`src/stmt_pkg.sv`:
```
// ----------------------------------------------------------------------------
// stmt_pkg: shared types and constants for the sequence to MIDI track converter
// Holds the parse phases, the sequencer states, the error codes and the
// layout of the sideband word that travels with each track byte.
// ----------------------------------------------------------------------------
`default_nettype none

package stmt_pkg;

	// Parse phase of the compact sequence stream
	typedef enum logic [2:0] {
		PH_STATUS   = 3'd0,
		PH_DELAY_LO = 3'd1,
		PH_DELAY_HI = 3'd2,
		PH_DATA     = 3'd3,
		PH_SYSEX    = 3'd4,
		PH_ENDED    = 3'd5
	} ph_t;

	// Output sequencer states
	typedef enum logic [2:0] {
		ST_IDLE,
		ST_DELTA,
		ST_EVENT,
		ST_SLEN,
		ST_SRD,
		ST_SOUT,
		ST_SEND
	} st_t;

	typedef enum logic [1:0] {
		ERR_NONE     = 2'd0,
		ERR_STATUS   = 2'd1,
		ERR_OVERFLOW = 2'd2
	} err_t;

	// Sideband word, packed from the lowest bit up: byte_valid, track_end, error_code
	typedef struct packed {
		err_t error_code;
		logic track_end;
		logic byte_valid;
	} out_user_t;

	localparam int unsigned USER_W  = $bits(out_user_t);
	localparam int unsigned DELTA_W = 28;
	localparam int unsigned CNT_W   = 6;

	localparam logic [7:0] BYTE_SOX  = 8'hF0;
	localparam logic [7:0] BYTE_END  = 8'hF2;
	localparam logic [7:0] BYTE_DLY1 = 8'hF3;
	localparam logic [7:0] BYTE_DLY2 = 8'hF4;
	localparam logic [7:0] BYTE_EOX  = 8'hF7;

	localparam logic [DELTA_W-1:0] DELTA_MAX = 28'hFFFFFFF;
	localparam logic [DELTA_W-1:0] VLQ_LIM3  = 28'h0200000;
	localparam logic [DELTA_W-1:0] VLQ_LIM2  = 28'h0004000;
	localparam logic [DELTA_W-1:0] VLQ_LIM1  = 28'h0000080;

	localparam out_user_t USER_DATA = '{error_code: ERR_NONE, track_end: 1'b0, byte_valid: 1'b1};

endpackage

`default_nettype wire

```
`src/stmt_sysex_ram.sv`:
```
// ----------------------------------------------------------------------------
// stmt_sysex_ram: SysEx body buffer
// Single write port, single read port, read data registered.
// ----------------------------------------------------------------------------
`default_nettype none

module stmt_sysex_ram #(
	parameter int unsigned DEPTH = 48,
	parameter int unsigned AW    = 6
) (
	input  wire logic          clk,
	input  wire logic          wr_en,
	input  wire logic [AW-1:0] wr_addr,
	input  wire logic [7:0]    wr_data,
	input  wire logic          rd_en,
	input  wire logic [AW-1:0] rd_addr,
	output logic      [7:0]    rd_data
);

	logic [7:0] mem [DEPTH];

	always_ff @(posedge clk) begin
		if (wr_en) begin
			mem[wr_addr] <= wr_data;
		end
	end

	always_ff @(posedge clk) begin
		if (rd_en) begin
			rd_data <= mem[rd_addr];
		end
	end

endmodule

`default_nettype wire

```
`src/sequence_to_midi_track_converter.sv`:
```
// ----------------------------------------------------------------------------
// sequence_to_midi_track_converter: compact sequence stream to MIDI track bytes
// Parses delay codes, channel events, SysEx and the end marker, and emits the
// track body with variable-length delta times.
// ----------------------------------------------------------------------------
// Usage:
//   s_axis_* carries one sequence byte per transaction. m_axis_* carries one
//   track result per transaction: tdata is the track byte, tuser says whether
//   it is a real byte, the end marker or an error, and tlast closes the group
//   of results that one input byte caused.
// Sequencing:
//   Input bytes are taken only while the sequencer is idle, so a byte waits
//   until all results of the one before are loaded. A byte that yields no
//   result (delay codes, buffered SysEx body) leaves the sequencer idle. A
//   status byte first emits one delta byte per VLQ group (1 to 4). The flush
//   on F7 sends the length, then per buffered byte a read state and an output
//   state, as the buffer memory registers its read data, and last the F7.
// Reset:
//   arst_n clears the parse phase, delta, SysEx count and the output valid.
//   The body buffer is not cleared: it is only read at entries written since
//   the last F0.
// Backpressure:
//   A result waits in the output register while tready is low; the next
//   input byte is still taken, and the sequencer holds until the register
//   frees up.
// ----------------------------------------------------------------------------
`default_nettype none

module sequence_to_midi_track_converter #(
	parameter int unsigned SYSEX_DEPTH = 48
) (
	input  wire logic                        clk,
	input  wire logic                        arst_n,
	input  wire logic                        s_axis_tvalid,
	output logic                             s_axis_tready,
	input  wire logic [7:0]                  s_axis_tdata,  // [7:0] data_byte
	output logic                             m_axis_tvalid,
	input  wire logic                        m_axis_tready,
	output logic [7:0]                       m_axis_tdata,  // [7:0] out_byte
	output logic                             m_axis_tlast,  // last
	output logic [stmt_pkg::USER_W-1:0]      m_axis_tuser   // [0] byte_valid,
	                                                        // [1] track_end,
	                                                        // [3:2] error_code
);

	localparam int unsigned AW = (SYSEX_DEPTH > 1) ? $clog2(SYSEX_DEPTH) : 1;
	localparam int unsigned CW = stmt_pkg::CNT_W;
	localparam int unsigned DW = stmt_pkg::DELTA_W;

	// Architectural parse state
	stmt_pkg::ph_t ph_q, ph_d;
	logic          long_q, long_d;
	logic [1:0]    left_q, left_d;
	logic [DW-1:0] delta_q, delta_d;
	logic [CW-1:0] cnt_q, cnt_d;

	// Output sequencer
	stmt_pkg::st_t       st_q, st_d;
	logic [1:0]          idx_q, idx_d;      // current delta group, high group first
	logic [CW-1:0]       ridx_q, ridx_d;    // SysEx flush read pointer
	logic [7:0]          ev_byte_q, ev_byte_d;
	stmt_pkg::out_user_t ev_user_q, ev_user_d;

	// Output register
	logic                m_valid_q;
	logic [7:0]          m_byte_q;
	logic                m_last_q;
	stmt_pkg::out_user_t m_user_q;

	logic                in_acc;
	logic                free;
	logic [7:0]          b;
	logic [14:0]         amount;
	logic [DW:0]         dsum;
	logic [DW-1:0]       dsat;
	logic [1:0]          vlq_top;
	logic [6:0]          grp;
	logic                wr_en;
	logic                rd_en;
	logic [7:0]          rd_data;
	logic                ld;
	logic [7:0]          ld_byte;
	logic                ld_last;
	stmt_pkg::out_user_t ld_user;

	assign b             = s_axis_tdata;
	assign s_axis_tready = (st_q == stmt_pkg::ST_IDLE);
	assign in_acc        = s_axis_tvalid && s_axis_tready;
	assign free          = !m_valid_q || m_axis_tready;

	// Saturating delay accumulate: the second F4 operand is weighted by 128
	assign amount = (ph_q == stmt_pkg::PH_DELAY_HI) ? {b, 7'd0} : {7'd0, b};
	assign dsum   = {1'b0, delta_q} + {{(DW + 1 - 15){1'b0}}, amount};
	assign dsat   = (dsum >= {1'b0, stmt_pkg::DELTA_MAX}) ? stmt_pkg::DELTA_MAX : dsum[DW-1:0];

	// Number of VLQ groups minus one
	always_comb begin
		if (delta_q >= stmt_pkg::VLQ_LIM3) begin
			vlq_top = 2'd3;
		end else if (delta_q >= stmt_pkg::VLQ_LIM2) begin
			vlq_top = 2'd2;
		end else if (delta_q >= stmt_pkg::VLQ_LIM1) begin
			vlq_top = 2'd1;
		end else begin
			vlq_top = 2'd0;
		end
	end

	always_comb begin
		case (idx_q)
			2'd3:    grp = delta_q[27:21];
			2'd2:    grp = delta_q[20:14];
			2'd1:    grp = delta_q[13:7];
			default: grp = delta_q[6:0];
		endcase
	end

	// Next state
	always_comb begin
		st_d      = st_q;
		ph_d      = ph_q;
		long_d    = long_q;
		left_d    = left_q;
		delta_d   = delta_q;
		cnt_d     = cnt_q;
		idx_d     = idx_q;
		ridx_d    = ridx_q;
		ev_byte_d = ev_byte_q;
		ev_user_d = ev_user_q;
		wr_en     = 1'b0;
		unique case (st_q)
			stmt_pkg::ST_IDLE: begin
				if (in_acc) begin
					unique case (ph_q)
						stmt_pkg::PH_STATUS: begin
							if (b == stmt_pkg::BYTE_END) begin
								ph_d      = stmt_pkg::PH_ENDED;
								ev_byte_d = 8'd0;
								ev_user_d = '{error_code: stmt_pkg::ERR_NONE,
								              track_end: 1'b1, byte_valid: 1'b0};
								st_d      = stmt_pkg::ST_EVENT;
							end else if (b == stmt_pkg::BYTE_DLY1 || b == stmt_pkg::BYTE_DLY2) begin
								long_d = (b == stmt_pkg::BYTE_DLY2);
								ph_d   = stmt_pkg::PH_DELAY_LO;
							end else if (b == stmt_pkg::BYTE_SOX) begin
								ev_byte_d = b;
								ev_user_d = stmt_pkg::USER_DATA;
								cnt_d     = '0;
								idx_d     = vlq_top;
								ph_d      = stmt_pkg::PH_SYSEX;
								st_d      = stmt_pkg::ST_DELTA;
							end else begin
								case (b[7:4]) inside
									4'h8, 4'h9, 4'hA, 4'hB, 4'hE: begin
										ev_byte_d = b;
										ev_user_d = stmt_pkg::USER_DATA;
										left_d    = 2'd2;
										idx_d     = vlq_top;
										ph_d      = stmt_pkg::PH_DATA;
										st_d      = stmt_pkg::ST_DELTA;
									end
									4'hC, 4'hD: begin
										ev_byte_d = b;
										ev_user_d = stmt_pkg::USER_DATA;
										left_d    = 2'd1;
										idx_d     = vlq_top;
										ph_d      = stmt_pkg::PH_DATA;
										st_d      = stmt_pkg::ST_DELTA;
									end
									default: begin
										// unknown status: report and keep the delta
										ev_byte_d = 8'd0;
										ev_user_d = '{error_code: stmt_pkg::ERR_STATUS,
										              track_end: 1'b0, byte_valid: 1'b0};
										st_d      = stmt_pkg::ST_EVENT;
									end
								endcase
							end
						end
						stmt_pkg::PH_DELAY_LO: begin
							delta_d = dsat;
							ph_d    = long_q ? stmt_pkg::PH_DELAY_HI : stmt_pkg::PH_STATUS;
						end
						stmt_pkg::PH_DELAY_HI: begin
							delta_d = dsat;
							long_d  = 1'b0;
							ph_d    = stmt_pkg::PH_STATUS;
						end
						stmt_pkg::PH_DATA: begin
							ev_byte_d = b;
							ev_user_d = stmt_pkg::USER_DATA;
							left_d    = left_q - 2'd1;
							if (left_q == 2'd1) begin
								ph_d = stmt_pkg::PH_STATUS;
							end
							st_d      = stmt_pkg::ST_EVENT;
						end
						stmt_pkg::PH_SYSEX: begin
							if (b == stmt_pkg::BYTE_EOX) begin
								ph_d = stmt_pkg::PH_STATUS;
								st_d = stmt_pkg::ST_SLEN;
							end else if (({1'b0, cnt_q} + 7'd1) >= 7'(SYSEX_DEPTH)) begin
								// body full: drop the SysEx
								ev_byte_d = 8'd0;
								ev_user_d = '{error_code: stmt_pkg::ERR_OVERFLOW,
								              track_end: 1'b0, byte_valid: 1'b0};
								cnt_d     = '0;
								ph_d      = stmt_pkg::PH_STATUS;
								st_d      = stmt_pkg::ST_EVENT;
							end else begin
								wr_en = 1'b1;
								cnt_d = cnt_q + 1'b1;
							end
						end
						stmt_pkg::PH_ENDED: begin
						end
						default: begin
							ph_d = stmt_pkg::PH_STATUS;
						end
					endcase
				end
			end
			stmt_pkg::ST_DELTA: begin
				if (free) begin
					if (idx_q == 2'd0) begin
						delta_d = '0;
						st_d    = stmt_pkg::ST_EVENT;
					end else begin
						idx_d = idx_q - 2'd1;
					end
				end
			end
			stmt_pkg::ST_EVENT: begin
				if (free) begin
					st_d = stmt_pkg::ST_IDLE;
				end
			end
			stmt_pkg::ST_SLEN: begin
				if (free) begin
					ridx_d = '0;
					st_d   = (cnt_q == '0) ? stmt_pkg::ST_SEND : stmt_pkg::ST_SRD;
				end
			end
			stmt_pkg::ST_SRD: begin
				st_d = stmt_pkg::ST_SOUT;
			end
			stmt_pkg::ST_SOUT: begin
				if (free) begin
					ridx_d = ridx_q + 1'b1;
					st_d   = ((ridx_q + 1'b1) == cnt_q) ? stmt_pkg::ST_SEND : stmt_pkg::ST_SRD;
				end
			end
			stmt_pkg::ST_SEND: begin
				if (free) begin
					cnt_d = '0;
					st_d  = stmt_pkg::ST_IDLE;
				end
			end
			default: begin
				st_d = stmt_pkg::ST_IDLE;
			end
		endcase
	end

	// Outputs of the sequencer: what to load into the output register
	always_comb begin
		ld      = 1'b0;
		ld_byte = 8'd0;
		ld_last = 1'b0;
		ld_user = stmt_pkg::USER_DATA;
		rd_en   = 1'b0;
		unique case (st_q)
			stmt_pkg::ST_DELTA: begin
				ld      = free;
				ld_byte = {(idx_q != 2'd0), grp};
			end
			stmt_pkg::ST_EVENT: begin
				ld      = free;
				ld_byte = ev_byte_q;
				ld_user = ev_user_q;
				ld_last = 1'b1;
			end
			stmt_pkg::ST_SLEN: begin
				// body length counts the closing F7
				ld      = free;
				ld_byte = {1'b0, {1'b0, cnt_q} + 7'd1};
			end
			stmt_pkg::ST_SRD: begin
				rd_en = 1'b1;
			end
			stmt_pkg::ST_SOUT: begin
				ld      = free;
				ld_byte = rd_data;
			end
			stmt_pkg::ST_SEND: begin
				ld      = free;
				ld_byte = stmt_pkg::BYTE_EOX;
				ld_last = 1'b1;
			end
			default: begin
			end
		endcase
	end

	always_ff @(posedge clk or negedge arst_n) begin
		if (!arst_n) begin
			st_q      <= stmt_pkg::ST_IDLE;
			ph_q      <= stmt_pkg::PH_STATUS;
			long_q    <= 1'b0;
			left_q    <= 2'd0;
			delta_q   <= '0;
			cnt_q     <= '0;
			idx_q     <= 2'd0;
			ridx_q    <= '0;
			m_valid_q <= 1'b0;
		end else begin
			st_q    <= st_d;
			ph_q    <= ph_d;
			long_q  <= long_d;
			left_q  <= left_d;
			delta_q <= delta_d;
			cnt_q   <= cnt_d;
			idx_q   <= idx_d;
			ridx_q  <= ridx_d;
			// hold the result until the receiver takes it
			if (ld) begin
				m_valid_q <= 1'b1;
			end else if (m_axis_tready) begin
				m_valid_q <= 1'b0;
			end
		end
	end

	// Payload registers
	always_ff @(posedge clk) begin
		ev_byte_q <= ev_byte_d;
		ev_user_q <= ev_user_d;
		if (ld) begin
			m_byte_q <= ld_byte;
			m_user_q <= ld_user;
			m_last_q <= ld_last;
		end
	end

	stmt_sysex_ram #(
		.DEPTH (SYSEX_DEPTH),
		.AW    (AW)
	) u_sysex_ram (
		.clk     (clk),
		.wr_en   (wr_en),
		.wr_addr (cnt_q[AW-1:0]),
		.wr_data (b),
		.rd_en   (rd_en),
		.rd_addr (ridx_q[AW-1:0]),
		.rd_data (rd_data)
	);

	assign m_axis_tvalid = m_valid_q;
	assign m_axis_tdata  = m_byte_q;
	assign m_axis_tlast  = m_last_q;
	assign m_axis_tuser  = m_user_q;

endmodule

`default_nettype wire

```
`config.mk`:
```
export PLATFORM = sky130hd
export DESIGN_NAME = sequence_to_midi_track_converter
export DESIGN_NICKNAME = d
export VERILOG_FILES = /design/src/stmt_pkg.sv /design/src/stmt_sysex_ram.sv /design/src/sequence_to_midi_track_converter.sv
export SDC_FILE = /design/constraint.sdc
export NUM_CORES = 1
export LEC_CHECK = 0
export ABC_CLOCK_PERIOD_IN_PS = 4200
export BUFFER_PORTS_ARGS = -buffer_cell sky130_fd_sc_hd__buf_2
export CORE_ASPECT_RATIO = 0.6
export CORE_UTILIZATION = 40
export DETAILED_ROUTE_END_ITERATION = 8
export HOLD_SLACK_MARGIN = 0.03
export PLACE_DENSITY_LB_ADDON = 0.12
export SYNTH_ARGS = -nofsm -noshare
export SYNTH_HDL_FRONTEND = slang
export SYNTH_SLANG_ARGS = --single-unit
```
`constraint.sdc`:
```
create_clock -name clk -period 4.2 [get_ports clk]
set_clock_uncertainty 0.05 [all_clocks]
set_input_delay 0.84 -clock clk [delete_from_list [all_inputs] [get_ports clk]]
set_output_delay 0.84 -clock clk [all_outputs]
set_load 0.05 [all_outputs]
```
==> results_dict.tcl, run 1 <==
set metrics [dict create \
    worst_pin_slew_ns 1.13 \
    finalCriticalPeriod_ns 4.00 \
    cts_buffers 44 \
    ys_seq_area_share_pct 66.5 \
    cellLeakagePower_nw 7.83 \
    place_congestion 0.894 \
    synth_top_area_share_pct 60.2 \
    syn_area_sq_mm 0.0208 \
    drc 0 \
    clock-root-buffer "clkbuf_16" \
    post-route-util_pct 46.4 \
    whs_ns 0.273 \
    synth_mux_area_share_pct 13.8 \
    drive_gt1_share_pct 23.1 \
    start_util_pct 40.6 \
    io_pins 27 \
    core_area_sq_mm 0.0512 \
    powerDensity_mw_per_mm2 587 \
    postPlaceCellArea_sq_mm 0.0224 \
    final-hold-violation-count 0 \
    drv_cap 0 \
    port_buffers 26 \
    post_cts_buffers 0 \
    setup_viol 0 \
    cp-end-kind "flop" \
    synth_xor_area_share_pct 1.31 \
    r2r_cells 15 \
    dieArea_sq_mm 0.0529 \
    place_hpwl_um 37400 \
    hp-class "primary input to async pin" \
    grt_pass1_wl_um 81200 \
    met2_length_um 21200 \
    ys_top_cells_by_area "edfxtp_1, mux4_2, dfrtp_1" \
    grt.total_usage_pct 21.2 \
    antenna_found_initial 2 \
    cts_htree_levels 2 \
    clk_latency_ns 0.58 \
    n_antenna_cell 0 \
    wire_per_inst_um 25.2 \
    nets 1484 \
    fin_area_sq_mm 0.0238 \
    critical_path_required_ns 4.66 \
    timing.rr.start "ph_q[1]" \
    cts_resized 0 \
    via_per_inst 5.71 \
    slew_violations 0 \
    wl_met3_um 4560 \
    start_kind "flop" \
    synth_seq_cells 469 \
    post-synth-top-count-cell "edfxtp_1" \
    rsz0062_at_grt "false" \
    rows 64 \
    ant_nets 0 \
    highest_layer "met5" \
    path_clk_slew_ns 0.06 \
    met1Wirelength_um 28400 \
    fmax_mhz 250 \
    cts_hold_buffers 0 \
    slew_headroom_pct 23.8 \
    crit_chain "inv_1 -> nor3_1 -> buf_4 -> mux2_2 -> ha_1 -> and3_1 -> buf_4 -> nand3_1 -> or4_1 -> nand3b_1 -> nor3b_1 -> nand2_1 -> xor2_1 -> o41ai_2 -> o221a_2" \
    gr-total-overflow 0 \
    first_global_vias 11938 \
    synth_ff_type "edfxtp_1" \
    arrival_ns 4.45 \
    final_cells 2176 \
    synth_top_family_by_area "multiplexers" \
    dr.pass1.iters 7 \
    rr_endpoint "delta_q[26]" \
    area_growth_pct 14.3 \
    reg2reg_slack_ns 0.20 \
    ys_types 68 \
    routed_wl_um 54900 \
    cts_tree "built" \
    grt_max_degree 56 \
    synth_compound_area_share_pct 6.72 \
    ys_warn_count 0 \
    syn-mean-instance-area_sq_um 15.4 \
    critPathSlowestCell "or4_1" \
    period_share_pct 95.2 \
    outcome "finished, final reports clean" \
    path_max_fanout 14 \
    crit_path_frequent_cell "buf_4" \
    drtIter0Drc 1337 \
    yosys-top-cells-count "edfxtp_1, mux4_2, nor2_1" \
    async_flop_share_pct 11.1 \
    cp-startpoint "ph_q[1]" \
    critPathKind "flop to flop" \
    vdd_drop_max_uv 337 \
    yosys.area.top_type "edfxtp_1" \
    cts.sinks 469 \
    die_h_um 179 \
    syn-num-nets 1385 \
    slowest_delay_ns 0.49 \
    synth_edf_count 417 \
    synth_fa_ha_area_share_pct 1.48 \
    die_w_um 296 \
    synth_cells 1349 \
    dp_cells 2095 \
    cts_max_path_buffers 3 \
    fin_setup_tns_ns 0 \
    vias 12435 \
    synth-simple-area-share_pct 7.96 \
]
-- per-stage QoR --
stage / power (mW) / worst slack (ns)
2_1_floorplan: 8.60 / 0.0570
3_3_place_gp: 10.1 / -0.0627
3_5_place_dp: 10.1 / -0.0191
4_1_cts: 14.0 / 0.143
5_1_grt: 14.6 / 0.00560
6_report: 13.9 / 0.202
-- cells by family after synthesis --
logic type | count (synthesis)
xor gates and xnor gates | 31
AOI/OAI and AO/OA | 228
DFF | 469
adders and majority gates | 24
muxes | 135
buffers and inverters | 115
and+or+nand+nor | 347
-- per-layer routing --
layer	track usage, %	vias up
met3	4.90	59
met2	27.3	432
met4	3.57	2
met1	35.7	6448
met5	0	-
li1	-	5494
-- placed cells by master (no fill, tap or decap), drive strengths merged, types with 23 or more instances in the layout --
| cell type | count |
|---|---|
| edfxtp | 417 |
| buf | 142 |
| mux4 | 120 |
| nor2 | 111 |
| nand2 | 89 |
| a21oi | 86 |
| o21ai | 60 |
| clkbuf | 57 |
| dfrtp | 52 |
| nand3 | 28 |
| inv | 28 |
| ha | 23 |
-- final cells by class --
cell class                      instances  area (sq um)
Clock inverter                         24           204
Sequential cell                       469         13800
Tap cell                              693           867
Inverter                               26          97.6
Multi-Input combinational cell        765          6530
Clock buffer                           57          1150
Fill cell                            4436         27400
Timing Repair Buffer                  142          1080
-- worst max-delay path by stage --
stage                       end  slack (ns)  cells after the start
floorplan           delta_q[26]        0.06                     14
global placement    delta_q[26]       -0.06                     14
global route        delta_q[26]       0.006                     15
detailed placement  delta_q[26]       -0.02                     14
finish              delta_q[26]        0.20                     15
CTS                 delta_q[26]        0.14                     16
-- state kept, by name, summed over array words and instances, names as in the netlist, 4 cells and up --
| name | cells |
|---|---|
| u_sysex_ram.mem | 384 |
| delta_q | 28 |
| ev_byte_q | 8 |
| m_axis_tdata | 8 |
| u_sysex_ram.rd_data | 8 |
| cnt_q | 6 |
| ridx_q | 6 |
| ev_user_q | 4 |
| m_axis_tuser | 4 |
-- where the power goes --
group | total (mW) | internal (mW) | leakage (nW) | switching (mW)
clock network | 3.87 | 2.08 | 0.649 | 1.79
registers | 5.66 | 5.36 | 4.45 | 0.296
logic | 4.42 | 1.78 | 2.73 | 2.64
-- worst max-delay path, delay by kind of cell (launching register included) --
family	cells	cell delay [ns]
xor+xnor	1	0.18
compound gates	2	0.57
fa+ha+maj	1	0.31
mux	1	0.36
flops	1	0.34
buf+inv	3	0.48
simple gates	7	1.63
Note: power is estimated with default switching activity, not from simulation.
==> inputs of run 2 (changes only) <==
--- a/config.mk
+++ b/config.mk
@@ -14,2 +14,3 @@
 export PLACE_DENSITY_LB_ADDON = 0.12
+export SLEW_MARGIN = 30
 export SYNTH_ARGS = -nofsm -noshare
==> constraint.sdc (replaced) <==
create_clock -name clk -period 4.2 [get_ports clk]
set_clock_uncertainty 0.05 [all_clocks]
set_input_delay 0.42 -clock clk [delete_from_list [all_inputs] [get_ports clk]]
set_output_delay 0.42 -clock clk [all_outputs]
set_load 0.05 [all_outputs]
==> results_dict.tcl, run 2 (synthesis results as in run 1) <==
set metrics [dict create \
    outcome "finished, final reports clean" \
    p_int_mw 9.21 \
    fmax_mhz 248 \
    critical_path_required_ns 4.65 \
    powerDensity_mw_per_mm2 585 \
    first_global_vias 11746 \
    path_max_fanout 14 \
    cpLargestDelayFamily "compound AO/OA/AOI/OAI gates" \
    via_per_inst 5.76 \
    cts.sinks 469 \
    nets 1470 \
    cts_htree_levels 2 \
    setup_viol 0 \
    seqCellArea_sq_mm 0.0138 \
    path_clk_slew_ns 0.06 \
    place_hpwl_um 36300 \
    rsz0062_at_grt "false" \
    drc 0 \
    cts_tree "built" \
    slew_violations 0 \
    vias 12443 \
    layout_commonest_cell "edfxtp_1" \
    clk_latency_ns 0.57 \
    routed_wl_um 54300 \
    largest_reg_flops 384 \
    period_share_pct 95.9 \
    critical_path_buf_inv_count 4 \
    grt_max_degree 56 \
    area_growth_pct 13.8 \
    slowest_delay_ns 0.54 \
    start_util_pct 40.6 \
    power.switching_mw 4.64 \
    drv_cap 0 \
    grt.total_usage_pct 21.0 \
    final-hold-violation-count 0 \
    slew_headroom_pct 35.0 \
    core_area_sq_mm 0.0512 \
    clock-root-buffer "clkbuf_16" \
    hp-class "primary input to flop" \
    drtIter0Drc 1353 \
    vdd_drop_max_uv 323 \
    regMostFlops "u_sysex_ram.mem" \
    cts_buffers 45 \
    cts_max_path_buffers 3 \
    crit_chain "inv_1 -> nor3_1 -> buf_4 -> nor2b_1 -> ha_1 -> inv_1 -> fa_1 -> nand2b_4 -> a21oi_4 -> o2111ai_2 -> o211a_4 -> buf_4 -> xnor2_1 -> nand3_1 -> or4b_1 -> o41ai_2 -> o221a_2" \
    cp-end-kind "flop" \
    worst_pin_slew_ns 0.972 \
    antenna_found_initial 3 \
    port_buffers 26 \
    clockPowerShare_pct 28.0 \
    io_pins 27 \
    dr.pass1.iters 7 \
    switching_share_pct 33.5 \
    dieArea_sq_mm 0.0529 \
    cellLeakagePower_nw 7.77 \
    place_congestion 0.900 \
    multiInputGateArea_sq_mm 0.00654 \
    p_seq_share_pct 40.7 \
    gr-total-overflow 0 \
    worst_slack_ns 0.171 \
    fin_setup_tns_ns 0 \
    die_w_um 296 \
    rows 64 \
    mostFrequentLayoutCells "edfxtp_1, mux4_2, nor2_1" \
    wire_per_inst_um 25.1 \
    power_mw 13.8 \
    finalCriticalPeriod_ns 4.03 \
    critPathSlowestCell "or4b_1" \
    power_frac_comb_pct 31.3 \
    drive_gt1_share_pct 22.6 \
    grt_pass1_wl_um 80400 \
    top_regs "u_sysex_ram.mem (384), delta_q (28)" \
    arrival_ns 4.48 \
    start_kind "flop" \
    ant_nets 0 \
    die_h_um 179 \
    dp_slack_ns 0.113 \
    critPathKind "flop to flop" \
    fillers 4477 \
]
[run 2: per-stage QoR]
stage	instance area, sq um	hold slack [ns]	cells	utilization, %
6_report	23700	0.194	2160	46.2
5_1_grt	23700	0.244	2159	46.2
4_1_cts	23600	0.170	2157	46.1
3_5_place_dp	22200	0.365	2077	43.4
3_3_place_gp	22200	0.363	2077	43.4
2_1_floorplan	20800	0.0744	1349	-
[run 2: power groups by stage]
stage / sequential, mW / clock [mW] / combinational [mW]
6_report: 5.64 / 3.88 / 4.33
5_1_grt: 5.68 / 4.14 / 4.67
4_1_cts: 5.64 / 3.97 / 4.30
3_5_place_dp: 5.74 / 0 / 4.29
3_3_place_gp: 5.74 / 0 / 4.27
2_1_floorplan: 5.80 / 0 / 2.80
[run 2: timing repair]
action,4_1_cts,5_1_grt
hold buffers,1,0
endpoints found under the setup margin,0,1
gates resized for setup,0,4
endpoints found under the hold margin,18,0
setup buffers,0,2
[run 2: layout make-up]
| class | instances | area share (%) |
|---|---|---|
| Sequential cell | 469 | 58.5 |
| Inverter | 26 | 0.413 |
| Timing Repair Buffer | 127 | 4.03 |
| Clock buffer | 57 | 4.99 |
| Clock inverter | 22 | 0.788 |
| Multi-Input combinational cell | 765 | 27.6 |
| Tap cell | 693 | 3.67 |
| Antenna cell | 1 | 0.0106 |
[run 2: routing by layer]
| layer | up-vias | wire [um] | track usage, % |
|---|---|---|---|
| met5 | - | 21 | 0 |
| met4 | 4 | 826 | 3.78 |
| met3 | 69 | 4760 | 4.06 |
| met2 | 505 | 21400 | 26.9 |
| met1 | 6381 | 27300 | 35.9 |
| li1 | 5484 | - | - |
[run 2: path summary, 6_finish.rpt]
| path | startpoint | endpoint | slack, ns | cells after the start |
|---|---|---|---|---|
| max in group asynchronous | arst_n | ridx_q[0] | 2.83 | 3 |
| worst min-delay path | m_axis_tready | m_axis_tvalid | 0.19 | 4 |
| min in group asynchronous | arst_n | delta_q[11] | 0.30 | 2 |
| worst max-delay path | ph_q[1] | delta_q[26] | 0.17 | 17 |
| worst min register to register | left_q[0] | left_q[0] | 0.44 | 1 |
| worst max register to register | ph_q[1] | delta_q[26] | 0.17 | 17 |
[run 2: tightest hold or removal path, stage by stage]
cell and delay [ns]:
buf_2 0.07, nand2b_1 0.08, buf_4 0.14, nand2_1 0.05
==> inputs of run 3 (changes only) <==
GPL_TIMING_DRIVEN = 0   (was not set)
==> results_dict.tcl, run 3 (synthesis results as in run 1) <==
set metrics [dict create \
    grt.total_usage_pct 21.2 \
    power_mw 14.2 \
    fmax_mhz 244 \
    gr-total-overflow 0 \
    routed_wl_um 54800 \
    slowest_delay_ns 0.52 \
    cp-end-kind "flop" \
    rows 64 \
    port_buffers 26 \
    die_h_um 179 \
    largest_reg_flops 384 \
    n_antenna_cell 0 \
    drtIter0Drc 1548 \
    arrival_ns 4.54 \
    clock-root-buffer "clkbuf_16" \
    cellLeakagePower_nw 7.54 \
    dp_slack_ns -0.947 \
    ant_nets 0 \
    vias 12466 \
    cts.sinks 469 \
    dr.pass1.iters 7 \
    critical_path_required_ns 4.65 \
    cts_max_path_buffers 3 \
    die_w_um 296 \
    wire_per_inst_um 25.4 \
    dieArea_sq_mm 0.0529 \
    area_growth_pct 12.9 \
    powerDensity_mw_per_mm2 605 \
    antenna_found_initial 2 \
    final_cells 2158 \
    final-hold-violation-count 0 \
    place_hpwl_um 37600 \
    drive_gt1_share_pct 19.1 \
    reg2reg_slack_ns 0.10 \
    top_regs "u_sysex_ram.mem (384), delta_q (28)" \
    slew_violations 0 \
    critPathSlowestCell "or4b_1" \
    clk_latency_ns 0.57 \
    via_per_inst 5.78 \
    cts_htree_levels 2 \
    fin_area_sq_mm 0.0235 \
    path_max_fanout 6 \
    regMostFlops "u_sysex_ram.mem" \
    start_kind "flop" \
    whs_ns 0.269 \
    grt_pass1_wl_um 80900 \
    dp_cells 2070 \
    setup_viol 0 \
    first_global_vias 11859 \
    cts_buffers 44 \
    drc 0 \
    finalCriticalPeriod_ns 4.10 \
    outcome "finished, final reports clean" \
    grt_max_degree 57 \
    critPathKind "flop to flop" \
    post-route-util_pct 45.9 \
    cts_tree "built" \
    core_area_sq_mm 0.0512 \
    worst_slack_ns 0.104 \
    start_util_pct 40.6 \
    drv_cap 0 \
    mostFrequentLayoutCells "edfxtp_1, mux4_2, nor2_1" \
    worst_pin_slew_ns 1.01 \
    period_share_pct 97.5 \
    fillers 4452 \
    nets 1467 \
    rsz0062_at_grt "true" \
    fin_setup_tns_ns 0 \
    slew_headroom_pct 32.5 \
    postPlaceCellArea_sq_mm 0.0218 \
    crit_chain "inv_1 -> nor3_4 -> mux2_2 -> ha_2 -> a21oi_1 -> o21a_2 -> or3_1 -> o211a_4 -> nor4_4 -> xnor2_1 -> or4b_1 -> o41ai_2 -> o221a_2" \
    path_clk_slew_ns 0.07 \
    io_pins 27 \
    place_congestion 0.895 \
    vdd_drop_max_uv 348 \
    hp-class "primary input to flop" \
    layout_commonest_cell "edfxtp_1" \
]
run 3: cell types whose count changed in the layout (fill, tap and decap cells not counted), sizes merged:
cell / delta
diode: -1
bufinv: +3
buf: -59
clkinvlp: +5
clkbuf: +50
run 3: repair_timing:
action / 4_1_cts / 5_1_grt
hold endpoints to repair: 52 / 0
pin swaps: 3 / 1
hold buffers: 1 / 0
buffers inserted: 4 / 4
setup endpoints to repair: 28 / 79
cloned: 1 / 0
resized for setup: 16 / 5
run 3: layer usage:
| metal | global-route usage [%] | share of wire (%) | vias to the layer above |
|---|---|---|---|
| met5 | 0 | 0 | - |
| met4 | 3.74 | 1.6 | 0 |
| met3 | 4.30 | 8.5 | 67 |
| met2 | 27.9 | 40 | 494 |
| met1 | 35.6 | 50 | 6433 |
| li1 | - | - | 5472 |
run 3: critical path, delay by kind of cell, from the launching register on:
family,cells,cell delay [ns]
AO/OA/AOI/OAI,5,1.16
buffers and inverters,1,0.11
XOR/XNOR,1,0.10
AND/OR/NAND/NOR,4,1.40
multiplexers,1,0.39
adder cells (fa/ha/maj),1,0.39
flip-flops,1,0.42
run 3: layout make-up:
type                       count  area [sq um]  area share, %
buffer                        87           395           1.68
clock buffer                  50          1130           4.83
clock inverter                30           333           1.42
inverter                      26          97.6          0.416
multi-input combinational    765          6580           28.0
sequential                   469         13800           58.9
tap                          693           867           3.69
timing repair buffer          38           240           1.02
run 3: worst paths after layout:
kind | start | to | depth (start not counted)
min | m_axis_tready | m_axis_tvalid | 3
max in group asynchronous | arst_n | ph_q[1] | 2
max | ph_q[1] | delta_q[26] | 13
max reg2reg | ph_q[1] | delta_q[26] | 13
min reg2reg | left_q[0] | left_q[0] | 1
min in group asynchronous | arst_n | delta_q[19] | 2
run 3: power by group:
group	total, mW	switching [mW]	internal, mW
Combinational	4.54	2.83	1.71
Sequential	5.54	0.182	5.36
Clock	4.12	1.84	2.28
Total	14.2	4.85	9.35
